==> src/rtl/core/mcsp_pkg.sv <==
// Shared types, phase codes and chunk identifiers for the 3DS chunk stream parser.
`timescale 1ns / 1ps

package mcsp_pkg;

  localparam logic [4:0] NAME_MAX_BYTES = 5'd20;

  // Parse phases
  localparam logic [3:0] PH_HEADER = 4'd0;
  localparam logic [3:0] PH_NAME   = 4'd1;
  localparam logic [3:0] PH_COUNT  = 4'd2;
  localparam logic [3:0] PH_VERTEX = 4'd3;
  localparam logic [3:0] PH_FACE   = 4'd4;
  localparam logic [3:0] PH_MAP    = 4'd5;
  localparam logic [3:0] PH_SKIP   = 4'd6;

  // Chunk identifiers
  localparam logic [15:0] ID_MAIN     = 16'h4d4d;
  localparam logic [15:0] ID_EDIT     = 16'h3d3d;
  localparam logic [15:0] ID_OBJECT   = 16'h4000;
  localparam logic [15:0] ID_TRIMESH  = 16'h4100;
  localparam logic [15:0] ID_VERTICES = 16'h4110;
  localparam logic [15:0] ID_FACES    = 16'h4120;
  localparam logic [15:0] ID_MAPPING  = 16'h4140;

  // Record kinds
  localparam logic [2:0] KIND_NAME   = 3'd0;
  localparam logic [2:0] KIND_VERTEX = 3'd1;
  localparam logic [2:0] KIND_FACE   = 3'd2;
  localparam logic [2:0] KIND_MAP    = 3'd3;
  localparam logic [2:0] KIND_ERROR  = 3'd4;

  localparam logic [7:0] FLOAT_EXP_ONES = 8'hff;

  typedef struct packed {
    logic [3:0]  phase;
    logic [2:0]  hdr_cnt;
    logic [15:0] chunk_id;
    logic [31:0] chunk_size;
    logic [31:0] skip_left;
    logic [15:0] elem_total;
    logic [15:0] elem_idx;
    logic [3:0]  elem_byte;
    logic [31:0] word0;
    logic [31:0] word1;
    logic [31:0] word2;
    logic [4:0]  name_cnt;
    logic        halted;
  } mcsp_state_t;

  typedef struct packed {
    logic        valid;
    logic [2:0]  kind;
    logic [15:0] number;
    logic [31:0] word_a;
    logic [31:0] word_b;
    logic [31:0] word_c;
  } mcsp_result_t;

endpackage

==> src/rtl/core/mesh_chunk_stream_parser_core.sv <==
// Top level of the 3DS chunk stream parser: byte register, parser state and result register.
`timescale 1ns / 1ps

//  channel  direction  tdata                               tuser
//  in_      slave      data_byte[7:0]                      -
//  out_     master     element_number, word_a/b/c (112b)   record_kind[2:0]
//
//  One byte beat is taken per cycle unless the byte stage is blocked; a byte
//  waits in the input register, and its record, if any, is registered into
//  the result register as the byte leaves the input register.
//  The result register blocks the byte stage only while it holds an untaken beat.
//  rst_n (synchronous) returns the parser to header parsing and clears a halt.

module mesh_chunk_stream_parser_core (
  input  logic         clk,
  input  logic         rst_n,
  input  logic         in_tvalid,
  output logic         in_tready,
  input  logic [7:0]   in_tdata,   // [7:0] data_byte
  output logic         out_tvalid,
  input  logic         out_tready,
  output logic [111:0] out_tdata,  // [15:0] element_number, [47:16] word_a,
                                   // [79:48] word_b, [111:80] word_c
  output logic [2:0]   out_tuser   // [2:0] record_kind
);

  logic                  byte_valid_r;
  logic [7:0]            byte_r;
  mcsp_pkg::mcsp_state_t st_r;
  mcsp_pkg::mcsp_state_t st_nxt;
  mcsp_pkg::mcsp_result_t res;
  logic                  out_valid_r;
  logic [2:0]            out_kind_r;
  logic [111:0]          out_data_r;
  logic                  out_free;
  logic                  advance;

  mcsp_step u_step (
    .cur       (st_r),
    .data_byte (byte_r),
    .nxt       (st_nxt),
    .res       (res)
  );

  assign out_free  = !out_valid_r || out_tready;
  assign advance   = byte_valid_r && out_free;
  assign in_tready = !byte_valid_r || out_free;

  // An all-zero state is header parsing with every counter cleared.
  always_ff @(posedge clk) begin
    if (!rst_n) begin
      byte_valid_r <= 1'b0;
      out_valid_r  <= 1'b0;
      st_r         <= '0;
    end else begin
      if (in_tready) begin
        byte_valid_r <= in_tvalid;
      end
      if (advance) begin
        st_r <= st_nxt;
      end
      if (advance && res.valid) begin
        out_valid_r <= 1'b1;
      end else if (out_tready) begin
        out_valid_r <= 1'b0;
      end
    end
  end

  always_ff @(posedge clk) begin
    if (in_tready && in_tvalid) begin
      byte_r <= in_tdata;
    end
    if (advance && res.valid) begin
      out_kind_r <= res.kind;
      out_data_r <= {res.word_c, res.word_b, res.word_a, res.number};
    end
  end

  assign out_tvalid = out_valid_r;
  assign out_tdata  = out_data_r;
  assign out_tuser  = out_kind_r;

endmodule

==> src/rtl/core/mcsp_step.sv <==
// Next-state and result logic of the chunk parser for one input byte.
`timescale 1ns / 1ps

module mcsp_step (
  input  mcsp_pkg::mcsp_state_t  cur,
  input  logic [7:0]             data_byte,
  output mcsp_pkg::mcsp_state_t  nxt,
  output mcsp_pkg::mcsp_result_t res
);

  logic [2:0]  hb_inc;
  logic [15:0] id_new;
  logic [31:0] size_new;
  logic [1:0]  wsel;
  logic [31:0] lane;
  logic [31:0] w0_new;
  logic [31:0] w1_new;
  logic [31:0] w2_new;
  logic [3:0]  eb_inc;
  logic [15:0] idx_inc;
  logic [4:0]  name_inc;
  logic [31:0] skip_dec;
  logic        bad_x;
  logic        bad_y;
  logic        bad_z;

  always_comb begin
    // Header assembly: bytes 0-1 are the id, 2-5 the length, little-endian.
    id_new   = (cur.hdr_cnt == 3'd0) ? 16'd0 : cur.chunk_id;
    size_new = (cur.hdr_cnt == 3'd0) ? 32'd0 : cur.chunk_size;
    case (cur.hdr_cnt)
      3'd0:    id_new[7:0]     = id_new[7:0] | data_byte;
      3'd1:    id_new[15:8]    = id_new[15:8] | data_byte;
      3'd2:    size_new[7:0]   = size_new[7:0] | data_byte;
      3'd3:    size_new[15:8]  = size_new[15:8] | data_byte;
      3'd4:    size_new[23:16] = size_new[23:16] | data_byte;
      3'd5:    size_new[31:24] = size_new[31:24] | data_byte;
      default: size_new        = size_new;
    endcase
    hb_inc = cur.hdr_cnt + 3'd1;

    // Element word assembly; the third word absorbs any later bytes.
    wsel = (cur.elem_byte[3:2] == 2'd3) ? 2'd2 : cur.elem_byte[3:2];
    lane = {24'd0, data_byte} << {cur.elem_byte[1:0], 3'b000};
    w0_new = cur.word0 | ((wsel == 2'd0) ? lane : 32'd0);
    w1_new = cur.word1 | ((wsel == 2'd1) ? lane : 32'd0);
    w2_new = cur.word2 | ((wsel == 2'd2) ? lane : 32'd0);
    eb_inc = cur.elem_byte + 4'd1;
    idx_inc  = cur.elem_idx + 16'd1;
    name_inc = cur.name_cnt + 5'd1;
    skip_dec = (cur.skip_left != 32'd0) ? cur.skip_left - 32'd1 : cur.skip_left;
    bad_x = (w0_new[30:23] == mcsp_pkg::FLOAT_EXP_ONES);
    bad_y = (w1_new[30:23] == mcsp_pkg::FLOAT_EXP_ONES);
    bad_z = (w2_new[30:23] == mcsp_pkg::FLOAT_EXP_ONES);

    nxt = cur;
    res = '0;

    if (!cur.halted) begin
      case (cur.phase)
        mcsp_pkg::PH_HEADER: begin
          nxt.chunk_id   = id_new;
          nxt.chunk_size = size_new;
          if (hb_inc < 3'd6) begin
            nxt.hdr_cnt = hb_inc;
          end else begin
            nxt.hdr_cnt = 3'd0;
            case (id_new)
              mcsp_pkg::ID_MAIN, mcsp_pkg::ID_EDIT, mcsp_pkg::ID_TRIMESH: begin
                nxt.phase = mcsp_pkg::PH_HEADER;
              end
              mcsp_pkg::ID_OBJECT: begin
                nxt.name_cnt = 5'd0;
                nxt.phase    = mcsp_pkg::PH_NAME;
              end
              mcsp_pkg::ID_VERTICES, mcsp_pkg::ID_FACES, mcsp_pkg::ID_MAPPING: begin
                nxt.elem_byte  = 4'd0;
                nxt.elem_total = 16'd0;
                nxt.phase      = mcsp_pkg::PH_COUNT;
              end
              default: begin
                if (size_new < 32'd6) begin
                  nxt.halted = 1'b1;
                  res.valid  = 1'b1;
                  res.kind   = mcsp_pkg::KIND_ERROR;
                  res.word_a = {16'd0, id_new};
                  res.word_b = size_new;
                end else begin
                  nxt.skip_left = size_new - 32'd6;
                  if (size_new != 32'd6) begin
                    nxt.phase = mcsp_pkg::PH_SKIP;
                  end
                end
              end
            endcase
          end
        end

        mcsp_pkg::PH_NAME: begin
          res.valid    = 1'b1;
          res.kind     = mcsp_pkg::KIND_NAME;
          res.number   = {11'd0, cur.name_cnt};
          res.word_a   = {24'd0, data_byte};
          nxt.name_cnt = name_inc;
          if (data_byte == 8'd0 || name_inc >= mcsp_pkg::NAME_MAX_BYTES) begin
            nxt.phase = mcsp_pkg::PH_HEADER;
          end
        end

        mcsp_pkg::PH_COUNT: begin
          if (cur.elem_byte == 4'd0) begin
            nxt.elem_total = {8'd0, data_byte};
            nxt.elem_byte  = 4'd1;
          end else begin
            nxt.elem_total = {data_byte, cur.elem_total[7:0]};
            nxt.elem_idx   = 16'd0;
            nxt.elem_byte  = 4'd0;
            nxt.word0      = 32'd0;
            nxt.word1      = 32'd0;
            nxt.word2      = 32'd0;
            if ({data_byte, cur.elem_total[7:0]} == 16'd0) begin
              nxt.phase = mcsp_pkg::PH_HEADER;
            end else if (cur.chunk_id == mcsp_pkg::ID_VERTICES) begin
              nxt.phase = mcsp_pkg::PH_VERTEX;
            end else if (cur.chunk_id == mcsp_pkg::ID_FACES) begin
              nxt.phase = mcsp_pkg::PH_FACE;
            end else begin
              nxt.phase = mcsp_pkg::PH_MAP;
            end
          end
        end

        mcsp_pkg::PH_VERTEX, mcsp_pkg::PH_FACE, mcsp_pkg::PH_MAP: begin
          nxt.word0     = w0_new;
          nxt.word1     = w1_new;
          nxt.word2     = w2_new;
          nxt.elem_byte = eb_inc;
          if ((cur.phase == mcsp_pkg::PH_VERTEX && eb_inc >= 4'd12) ||
              (cur.phase != mcsp_pkg::PH_VERTEX && eb_inc >= 4'd8)) begin
            res.valid  = 1'b1;
            res.number = cur.elem_idx;
            if (cur.phase == mcsp_pkg::PH_VERTEX) begin
              res.kind   = (bad_x || bad_y || bad_z) ? mcsp_pkg::KIND_ERROR
                                                     : mcsp_pkg::KIND_VERTEX;
              res.word_a = w0_new;
              res.word_b = w1_new;
              res.word_c = w2_new;
            end else if (cur.phase == mcsp_pkg::PH_FACE) begin
              // The fourth 16-bit word carries the face flags and is dropped.
              res.kind   = mcsp_pkg::KIND_FACE;
              res.word_a = {16'd0, w0_new[15:0]};
              res.word_b = {16'd0, w0_new[31:16]};
              res.word_c = {16'd0, w1_new[15:0]};
            end else begin
              res.kind   = mcsp_pkg::KIND_MAP;
              res.word_a = w0_new;
              res.word_b = w1_new;
            end
            if (cur.phase == mcsp_pkg::PH_VERTEX && (bad_x || bad_y || bad_z)) begin
              nxt.halted = 1'b1;
            end else begin
              nxt.elem_idx  = idx_inc;
              nxt.elem_byte = 4'd0;
              nxt.word0     = 32'd0;
              nxt.word1     = 32'd0;
              nxt.word2     = 32'd0;
              if (idx_inc >= cur.elem_total) begin
                nxt.phase = mcsp_pkg::PH_HEADER;
              end
            end
          end
        end

        mcsp_pkg::PH_SKIP: begin
          nxt.skip_left = skip_dec;
          if (skip_dec == 32'd0) begin
            nxt.phase = mcsp_pkg::PH_HEADER;
          end
        end

        default: begin
          nxt.phase   = mcsp_pkg::PH_HEADER;
          nxt.hdr_cnt = 3'd0;
        end
      endcase
    end
  end

endmodule
==> config.mk <==
export PLATFORM = sky130hd
export DESIGN_NAME = mesh_chunk_stream_parser_core
export DESIGN_NICKNAME = d
export VERILOG_FILES = /design/src/rtl/core/mcsp_pkg.sv /design/src/rtl/core/mesh_chunk_stream_parser_core.sv /design/src/rtl/core/mcsp_step.sv
export SDC_FILE = /design/constraint.sdc
export NUM_CORES = 1
export LEC_CHECK = 0
export ABC_CLOCK_PERIOD_IN_PS = 15400
export BUFFER_PORTS_ARGS = -buffer_cell sky130_fd_sc_hd__buf_2
export CAP_MARGIN = 20
export CELL_PAD_IN_SITES_DETAIL_PLACEMENT = 0
export CELL_PAD_IN_SITES_GLOBAL_PLACEMENT = 2
export CORE_MARGIN = 3
export CORE_UTILIZATION = 38
export DETAILED_ROUTE_END_ITERATION = 8
export PLACE_DENSITY_LB_ADDON = 0.1
export RECOVER_POWER = 25
export SETUP_SLACK_MARGIN = 0.15
export SYNTH_ARGS = -nofsm -noshare
export SYNTH_HDL_FRONTEND = slang
export SYNTH_SLANG_ARGS = --single-unit
==> constraint.sdc <==
create_clock -name clk -period 15.4 [get_ports clk]
set_input_delay 4.62 -clock clk [delete_from_list [all_inputs] [get_ports clk]]
set_output_delay 4.62 -clock clk [all_outputs]
set_load 0.02 [all_outputs]
# After elaboration in Yosys (flattened, before gate mapping)
# Cells that the tools add are included.
[totals]
elab_cells = 208
output_inout_bits = 117
inputBits = 12
register_bits = 350
[op_classes]
n_addsub = 6
n_reduce_logical = 44
shift = 1
order_cmp = 6
n_bitwise = 13
muxes = 76
eq_ne = 42
[op_table]
columns = ["operator", "count"]
rows = [
  ["$mux 116", 4],
  ["$mux 32", 8],
  ["$mux 64", 3],
  ["$mux 96", 2],
  ["$pmux 96 s2", 1],
  ["$eq 16x15->1 const B", 8],
  ["$pmux 32 s2", 2],
  ["$mux 48", 2],
  ["$or 32x32->32", 3],
  ["$pmux 16 s2", 3],
  ["$pmux 32 s3", 1],
  ["$mux 16", 5],
  ["$mux 4", 15],
  ["$mux 8", 6],
  ["$or 8x8->8", 6],
  ["$pmux 4 s3", 3],
  ["$logic_not 32->1", 1],
  ["$lt 32x3->1 const B", 1],
  ["$ne 32x3->1 const B", 1],
  ["$reduce_bool 32->1", 1],
  ["$shl 8x5->32", 1],
  ["$sub 32x1->32 const B", 1],
  ["$sub 32x3->32 const B", 1],
  ["$eq 8x8->1 const B", 3],
  ["50 further kinds", 106],
]

# Logic depth before layout (Yosys ltp)
# Gate-level depths: netlist of the first run.
[logic_depth]
depth_word = 15
ltp_mapped = 16

# By module
# From an unflattened synthesis of the first run, not the netlist that was laid out.
[unflattened]
hier_cells = 2562
area_unflattened_um2 = 21015.2
[by_module_without_submodules]
columns = ["mod", "cells_per_inst", "area_per_inst_um2", "n_inst"]
rows = [
  ["mesh_chunk_stream_parser_core", 1110, 12690.9, 1],
  ["mcsp_step", 1452, 8324.2, 1],
]

# Worst setup path after synthesis of the first run
# No wires, ideal clock.
[synth_timing]
kind = "input-to-reg"
start = "input port out_tready"
end = "register out_data_r[0], in the netlist out_tdata[0] (enable)"
n_path_buf = 0
setup_ns = 0.730
path_stages = 3
t_arrival_ns = 12.692
setup_slack_ns = 1.978
cell_sequence = "nor2b_1 nand2b_1 nor3_1"
[synth_via]
elab_chain_cells = 3
[synth_lines]
columns = ["item", "line_no", "text"]
rows = [
  ["start, declared", "mesh_chunk_stream_parser_core.sv:21", "input logic out_tready,"],
  ["$logic_or 1x1->1", "mesh_chunk_stream_parser_core.sv:45", "assign out_free = !out_valid_r || out_tready;"],
  ["$logic_and 1x1->1", "mesh_chunk_stream_parser_core.sv:46", "assign advance = byte_valid_r && out_free;"],
  ["$logic_and 1x1->1", "mesh_chunk_stream_parser_core.sv:74", "if (advance && res.valid) begin"],
  ["end signal, assigned", "mesh_chunk_stream_parser_core.sv:76", "out_data_r <= {res.word_c, res.word_b, res.word_a, res.number};"],
  ["end, declared", "mesh_chunk_stream_parser_core.sv:34", "logic [111:0] out_data_r;"],
]
# No other way between the ends.
# A chain may end at the register's enable or synchronous reset.

# Final worst setup path of the first run
[layout_timing]
start = "input port out_tready"
end = "output port in_tready"
[layout_via]
elab_chain_cells = 2
[layout_lines]
columns = ["item", "line_no", "text"]
rows = [
  ["$logic_or 1x1->1", "mesh_chunk_stream_parser_core.sv:45", ""],
  ["$logic_or 1x1->1", "mesh_chunk_stream_parser_core.sv:47", "assign in_tready = !byte_valid_r || out_free;"],
  ["end, declared", "mesh_chunk_stream_parser_core.sv:18", "output logic in_tready,"],
]
# No other way between the ends.

==> flow_metrics.env, run 1 <==
export IMPL_cts_tree="done"
export IMPL_antenna_left=0
export IMPL_synth_ff_latch_count=349
export IMPL_drtIter0Drc=1441
export IMPL_clock_root_buffer="clkbuf_16"
export IMPL_yosys_area_share_simple_pct=20.65
export IMPL_register_area_mm2=0.008218
export IMPL_dpl_hpwl_um=38580
export IMPL_dr_total_vias=16060
export IMPL_worstHoldPathType="reg -> reg"
export IMPL_worst_skew_pair_later_pin_latency_ns=0.58
export IMPL_grt_pass1_wl_um=92190
export IMPL_critPathCaptureType="output port"
export IMPL_synth_adder_area_share_pct=2.036
export IMPL_yosysSeqAreaShare_pct=46.11
export IMPL_post_route_cells_drive_above_1_share_pct=12.74
export IMPL_crit_path_cell_trace="buf_2, nor2b_1, nand2_1, buf_2"
export IMPL_mostFrequentLayoutCells="nor2_1, dfxtp_1, a21oi_1"
export IMPL_peakVddDrop_uv=79.01
export IMPL_synth_lib_cells_used_distinct=89
export IMPL_crit_fanout=4
export IMPL_layout_commonest_cell="nor2_1"
export IMPL_maxSlewHeadroom_pct=-65.60
export IMPL_finalWorstSetupSlack_ns=5.625
export IMPL_cts_post_setup_buffers_inserted=0
export IMPL_synth_fp_nets=2094
export IMPL_gp_routability_congestion=0.8226
export IMPL_design_power_total_uw=2151
export IMPL_pd_cells_mw_per_mm2=106.7
export IMPL_cts_inserted_buffers=42
export IMPL_worst_path_buf_inv=2
export IMPL_worstSetupPathType="in -> out"
export IMPL_synth_edf_count=123
export IMPL_final_hold_viol_count=0
export IMPL_crit_path_start_kind="input port"
export IMPL_overflow=0
export IMPL_std_cell_rows=78
export IMPL_dominantRegCellSynth="dfxtp_1"
export IMPL_fillCellCount=4614
export IMPL_synth_warn=0
export IMPL_residual_drc_count=0
export IMPL_postSynthAreaPerCell_um2=8.680
export IMPL_start_util_pct=38.85
export IMPL_failed_checks="max-capacitance violations, max-slew violations"
export IMPL_clock_sinks=349
export IMPL_grt_setup_unrepaired="no"
export IMPL_critPathMostFrequentCell="buf_2"
export IMPL_maximum_number_of_pins_on_one_net_before_global_route_repair=122
export IMPL_multiInputGateArea_mm2=0.008713
export IMPL_io_pin_count=129
export IMPL_die_w_um=222.6
export IMPL_finalSetupViolations=0
export IMPL_routedWlPerCell_um=22.11
export IMPL_whs_ns=0.4761
export IMPL_h_tree_lvl_count=2
export IMPL_p_leak_uw=0.007585
export IMPL_die_h_um=222.6
export IMPL_syn_inst=2053
export IMPL_synth_cell_area_mm2=0.01782
export IMPL_muxShareOfSynthArea_pct=0.4072
export IMPL_critical_path_max_stage_delay_ns=0.18
export IMPL_avgViaCountPerCell=5.924
export IMPL_fin_crit_ns=9.775
export IMPL_timing_worst_slew_pin_value_ns=2.484
export IMPL_xor_xnor_fraction_of_synth_area_pct=2.556
export IMPL_core_area_mm2=0.04587
export IMPL_clock_pin_slew_on_the_worst_setup_and_hold_paths_ns=0.06
export IMPL_gr_usage_all_layers_pct=23.42
export IMPL_rrSetupSlack_ns=6.00
export IMPL_finalMaxSlewViolations=181
export IMPL_final_clock_skew_ns=0.02515
export IMPL_route_final_wire_length_um=59930
export IMPL_detail_route_first_pass_iterations=5
export IMPL_run_status="finished with violations"
export IMPL_final_nets=2119
export IMPL_vias_in_the_first_global_route=14810
export IMPL_place_worst_setup_slack_ns=5.619
export IMPL_number_of_port_buffers=128
export IMPL_design_die_area_mm2=0.04953
export IMPL_worstPathArrival_ns=5.16
export IMPL_crit_family="simple AND/OR/NAND/NOR gates"
export IMPL_drv_cap=5
export IMPL_grt_antenna_before_repair=0
export IMPL_postSynth_asyncResetShare_pct=0
export IMPL_cts_resized=0
export IMPL_number_of_buffers_added_to_fix_hold_violations_after_cts=0
export IMPL_crit_required_ns=10.78
export IMPL_area_growth_pct=13.09
export IMPL_buffer_depth_of_the_longest_clock_path=3
export IMPL_achievable_frequency_mhz=102.3
export IMPL_synth_compound_area_share_pct=23.18
export IMPL_cpMaxStageDelayCell="nor2b_1"
export IMPL_finalSetupTns_ns=0
export IMPL_antennaDiodeCount=0
export IMPL_combinational_family_with_the_most_area_after_synthesis="compound AO/OA/AOI/OAI gates"
export IMPL_final_min_period_over_clock_period_pct=63.47
==> layout make-up <==
class / count / share of cell area [%]
clock buffers: 46 / 5.289
multi-input cells: 1484 / 43.23
flip-flops and latches: 349 / 40.77
repair buffers: 167 / 4.470
well taps: 600 / 3.725
inverters: 34 / 0.6581
clock inverters: 31 / 1.850
==> sequential cells by signal (all words and copies together), names as in the netlist <==
signal	count
byte_r	8
out_tvalid	1
byte_valid_r	1
out_tdata	112
st_r	224
out_tuser	3
==> final timing paths <==
check / from / end / cells past startpoint
worst max-delay path: out_tready / in_tready / 4
worst min-delay path: st_r[199] / st_r[199] / 2
worst max register to register: st_r[218] / out_tdata[16] / 15
worst min register to register: st_r[199] / st_r[199] / 2
==> cells by family (layout without fill, tap and decap cells) <==
kind of cell               count (synthesis)  count (layout)
DFF                                      349             349
adders and majority gates                 29              29
and+or+nand+nor                          774             774
muxes                                      7               7
xor gates and xnor gates                  52              52
buffers and inverters                    220             278
AOI/OAI and AO/OA                        622             622
==> metal layers <==
| metal | part of all wire [%] | global-route usage, % | vias up |
|---|---|---|---|
| met5 | 0 | 0 | - |
| met2 | 44 | 34.68 | 563 |
| met1 | 49 | 35.97 | 7826 |
| li1 | - | - | 7614 |
| met3 | 6.2 | 3.277 | 57 |
| met4 | 1.6 | 5.496 | 0 |
==> stage by stage <==
stage,instances,util (%),cell area (um^2)
5_1_grt,2711,43.94,20150
3_5_place_dp,2632,40.88,18750
6_report,2711,43.94,20150
3_3_place_gp,2631,40.86,18740
4_1_cts,2709,44.02,20190
2_1_floorplan,2053,-,17820
==> power by group <==
group	switching (uW)	internal, uW
logic	104	41.4
clock network	423	623
registers	5.56	955
total	532	1620
==> synth_stat cells (all sizes together), types with 8 or more instances <==
library cell,number,area share (%)
nor2b,16,0.58
buf,47,1.4
clkbuf,139,2.9
a32oi,53,2.6
nor3,59,1.7
o21ai,70,2.0
nand2,149,3.1
or4,8,0.34
nand3b,9,0.38
and2,20,0.70
a221oi,9,0.58
nor4,33,1.3
o211ai,14,0.62
a211oi,29,1.2
nor2,324,6.8
inv,33,0.70
edfxtp,123,21
dfxtp,226,25
a21oi,216,6.1
a31oi,32,1.1
nand4,22,0.77
a21o,10,0.42
o22ai,23,0.81
a22o,12,0.59
nand2b,15,0.53
a22oi,95,4.0
ha,29,2.0
nand3,33,0.95
xor2,20,0.98
or3,11,0.39
xnor2,32,1.6
and3,46,1.6
==> worst register-to-register path, delay by kind of cell, from the launching register on <==
kind                       cells  cell delay (ns)
AOI/OAI and AO/OA              2             1.44
adders and majority gates      1             0.14
buffers and inverters          6             5.29
DFF                            1             0.35
and+or+nand+nor                6             1.74
(Power assumes the default switching activity.)
==> inputs of run 2 (changes only) <==
--- a/config.mk
+++ b/config.mk
@@ -5,13 +5,14 @@
 export SDC_FILE = /design/constraint.sdc
 export NUM_CORES = 1
 export LEC_CHECK = 0
-export ABC_CLOCK_PERIOD_IN_PS = 15400
+export ABC_AREA = 1
+export ABC_CLOCK_PERIOD_IN_PS = 8710
 export BUFFER_PORTS_ARGS = -buffer_cell sky130_fd_sc_hd__buf_2
 export CAP_MARGIN = 20
 export CELL_PAD_IN_SITES_DETAIL_PLACEMENT = 0
 export CELL_PAD_IN_SITES_GLOBAL_PLACEMENT = 2
 export CORE_MARGIN = 3
-export CORE_UTILIZATION = 38
+export CORE_UTILIZATION = 32
 export DETAILED_ROUTE_END_ITERATION = 8
 export PLACE_DENSITY_LB_ADDON = 0.1
 export RECOVER_POWER = 25
==> constraint.sdc (replaced) <==
create_clock -name clk -period 8.71 [get_ports clk]
set_input_delay 2.613 -clock clk [delete_from_list [all_inputs] [get_ports clk]]
set_output_delay 2.613 -clock clk [all_outputs]
set_load 0.02 [all_outputs]
==> flow_metrics.env, run 2 <==
export IMPL_run_status="finished with violations"
export IMPL_failed_checks="max-capacitance violations, max-slew violations"
export IMPL_critPathCaptureType="flip-flop"
export IMPL_grt_antenna_before_repair=1
export IMPL_synthDominantCellAreaShare_pct=24.79
export IMPL_final_clock_skew_ns=0.01883
export IMPL_h_tree_lvl_count=2
export IMPL_met1_usage_pct=29.50
export IMPL_dominantRegCellSynth="dfxtp_1"
export IMPL_drv_cap=1
export IMPL_number_of_buffers_added_to_fix_hold_violations_after_cts=0
export IMPL_netlist_top_cell_by_area="dfxtp_1"
export IMPL_cts_resized=0
export IMPL_detail_route_first_pass_iterations=5
export IMPL_p_leak_uw=0.007752
export IMPL_gp_routability_congestion=0.8499
export IMPL_cts_inserted_buffers=44
export IMPL_final_hold_viol_count=0
export IMPL_worst_skew_pair_later_pin_latency_ns=0.59
export IMPL_finalWorstSetupSlack_ns=1.921
export IMPL_fillCellCount=5957
export IMPL_maximum_number_of_pins_on_one_net_before_global_route_repair=97
export IMPL_cpMaxStageDelayCell="clkbuf_1"
export IMPL_cts_post_setup_buffers_inserted=0
export IMPL_crit_path_cell_trace="nand2_1, nor2_1, inv_1, nand2_1, inv_1, nor2_2, clkbuf_1, inv_1, nor2_1, nand2_1, nor2_1"
export IMPL_dpl_hpwl_um=44610
export IMPL_antennaDiodeCount=0
export IMPL_route_final_wire_length_um=64180
export IMPL_vias_in_the_first_global_route=16210
export IMPL_avgViaCountPerCell=5.039
export IMPL_design_die_area_mm2=0.05994
export IMPL_globalRouteMet3Util_pct=3.529
export IMPL_grt_setup_unrepaired="no"
export IMPL_postSynthAreaPerCell_um2=7.437
export IMPL_fin_crit_ns=6.789
export IMPL_finalSetupViolations=0
export IMPL_finalSetupTns_ns=0
export IMPL_synth_cell_area_mm2=0.01825
export IMPL_post_route_cells_drive_above_1_share_pct=7.752
export IMPL_worstSetupPathType="reg -> reg"
export IMPL_synth_warn=0
export IMPL_netlist_top_cells_area="dfxtp_1, edfxtp_1, nand2_1"
export IMPL_peakVddDrop_uv=126.8
export IMPL_critical_path_max_stage_delay_ns=1.32
export IMPL_overflow=0
export IMPL_finalMaxSlewViolations=33
export IMPL_maxSlewHeadroom_pct=-22.00
export IMPL_mostFrequentLayoutCells="nand2_1, a21oi_1, nor2_1"
export IMPL_drtIter0Drc=1092
export IMPL_register_area_mm2=0.008219
export IMPL_globalRoute_busiestLayer="met2"
export IMPL_clock_sinks=349
export IMPL_synth_edf_count=123
export IMPL_grt_pass1_wl_um=97790
export IMPL_io_pin_count=129
export IMPL_place_worst_setup_slack_ns=3.048
export IMPL_worstPathArrival_ns=7.17
export IMPL_core_area_mm2=0.05574
export IMPL_number_of_port_buffers=128
export IMPL_yosys_cell_count_top_type="nand2_1"
export IMPL_synth_lib_cells_used_distinct=48
export IMPL_std_cell_rows=86
export IMPL_area_growth_pct=13.78
export IMPL_synth_fp_nets=2495
export IMPL_flip_flop_count_of_the_largest_register_after_layout=224
export IMPL_timing_worst_slew_pin_value_ns=1.830
export IMPL_layout_commonest_cell="nand2_1"
export IMPL_crit_required_ns=9.09
export IMPL_routedWlPerCell_um=19.36
export IMPL_die_w_um=244.8
export IMPL_yosysSeqAreaShare_pct=45.03
export IMPL_achievable_frequency_mhz=147.3
export IMPL_postSynth_asyncResetShare_pct=0
export IMPL_final_nets=2572
export IMPL_worstHoldPathType="reg -> reg"
export IMPL_grt_use_met2_pct=33.48
export IMPL_die_h_um=244.8
export IMPL_gr_usage_all_layers_pct=21.02
export IMPL_dr_total_vias=16700
export IMPL_crit_path_start_kind="flip-flop"
export IMPL_cts_tree="done"
export IMPL_pd_cells_mw_per_mm2=225.6
export IMPL_residual_drc_count=0
export IMPL_synth_top_cells_by_count="nand2_1, a21oi_1, nor2_1"
export IMPL_largest_register="st_r"
export IMPL_clock_pin_slew_on_the_worst_setup_and_hold_paths_ns=0.06
export IMPL_syn_inst=2454
export IMPL_buffer_depth_of_the_longest_clock_path=3
export IMPL_synth_ff_latch_count=349
export IMPL_crit_fanout=32
export IMPL_antenna_left=0
export IMPL_final_min_period_over_clock_period_pct=77.95
export IMPL_multiInputGateArea_mm2=0.008447
export IMPL_clock_root_buffer="clkbuf_16"
export IMPL_start_util_pct=32.74
## run 2: cell count changes in the layout (fill, tap and decap cells not counted), sizes merged, moves of 28 or more
cell,change
nor4,-28
nand3,+55
nor3,+62
o21bai,+70
and3,-44
nor2,-42
a21oi,+72
buf,-86
clkbuf,+78
a32oi,-53
nand2,+377
o21ai,+87
a22oi,-80
inv,+241
## run 2: cell type report
cell class,instances,share of cell area [%]
Sequential cell,349,39.58
Clock buffer,59,5.917
Timing Repair Buffer,146,3.386
Inverter,280,5.085
Tap cell,748,4.507
Multi-Input combinational cell,1710,40.68
Clock inverter,23,0.8495
## run 2: worst max-delay path, delay by kind of cell (launching register included)
family                 cells  cell delay, ns
and+or+nand+nor            7            3.41
buffers and inverters      4            2.70
DFF                        1            0.44
## run 2: path summary, 6_finish.rpt
kind	cells past startpoint	from	end	slack, ns
hold / removal	2	st_r[59]	st_r[59]	0.45
setup / recovery	11	st_r[222]	out_tdata[32]	1.92
hold reg to reg	2	st_r[59]	st_r[59]	0.45
setup reg to reg	11	st_r[222]	out_tdata[32]	1.92
## run 2: cell families after synthesis
logic type	count (synthesis)	share of synthesized area, %
buf+inv	395	8.706
xor+xnor	35	1.680
fa+ha+maj	29	1.988
flops	349	45.03
simple gates	1059	24.27
compound gates	587	18.33
## run 2: routing by layer
metal  share of wire (%)  routed length (um)
met1                  48               30740
met2                  45               28660
met3                 4.9                3144
met4                 2.5                1631
met5                   0                   0
## run 2: through the flow
| step | instances | util, % | hold slack (ns) | area [um^2] | power (uW) |
|---|---|---|---|---|---|
| 2_1_floorplan | 2454 | - | 0.4305 | 18250 | 2606 |
| 3_3_place_gp | 3232 | 34.87 | 0.4431 | 19430 | 2943 |
| 3_5_place_dp | 3232 | 34.87 | 0.4477 | 19430 | 2941 |
| 4_1_cts | 3314 | 37.39 | 0.4573 | 20840 | 4751 |
| 5_1_grt | 3315 | 37.26 | 0.4669 | 20770 | 4964 |
| 6_report | 3315 | 37.26 | 0.4542 | 20770 | 4685 |
## run 2: where the power goes
part / switching, uW / total (uW) / internal, uW
Sequential: 39.7 / 1770 / 1730
Clock: 762 / 1790 / 1020
Combinational: 809 / 1130 / 321
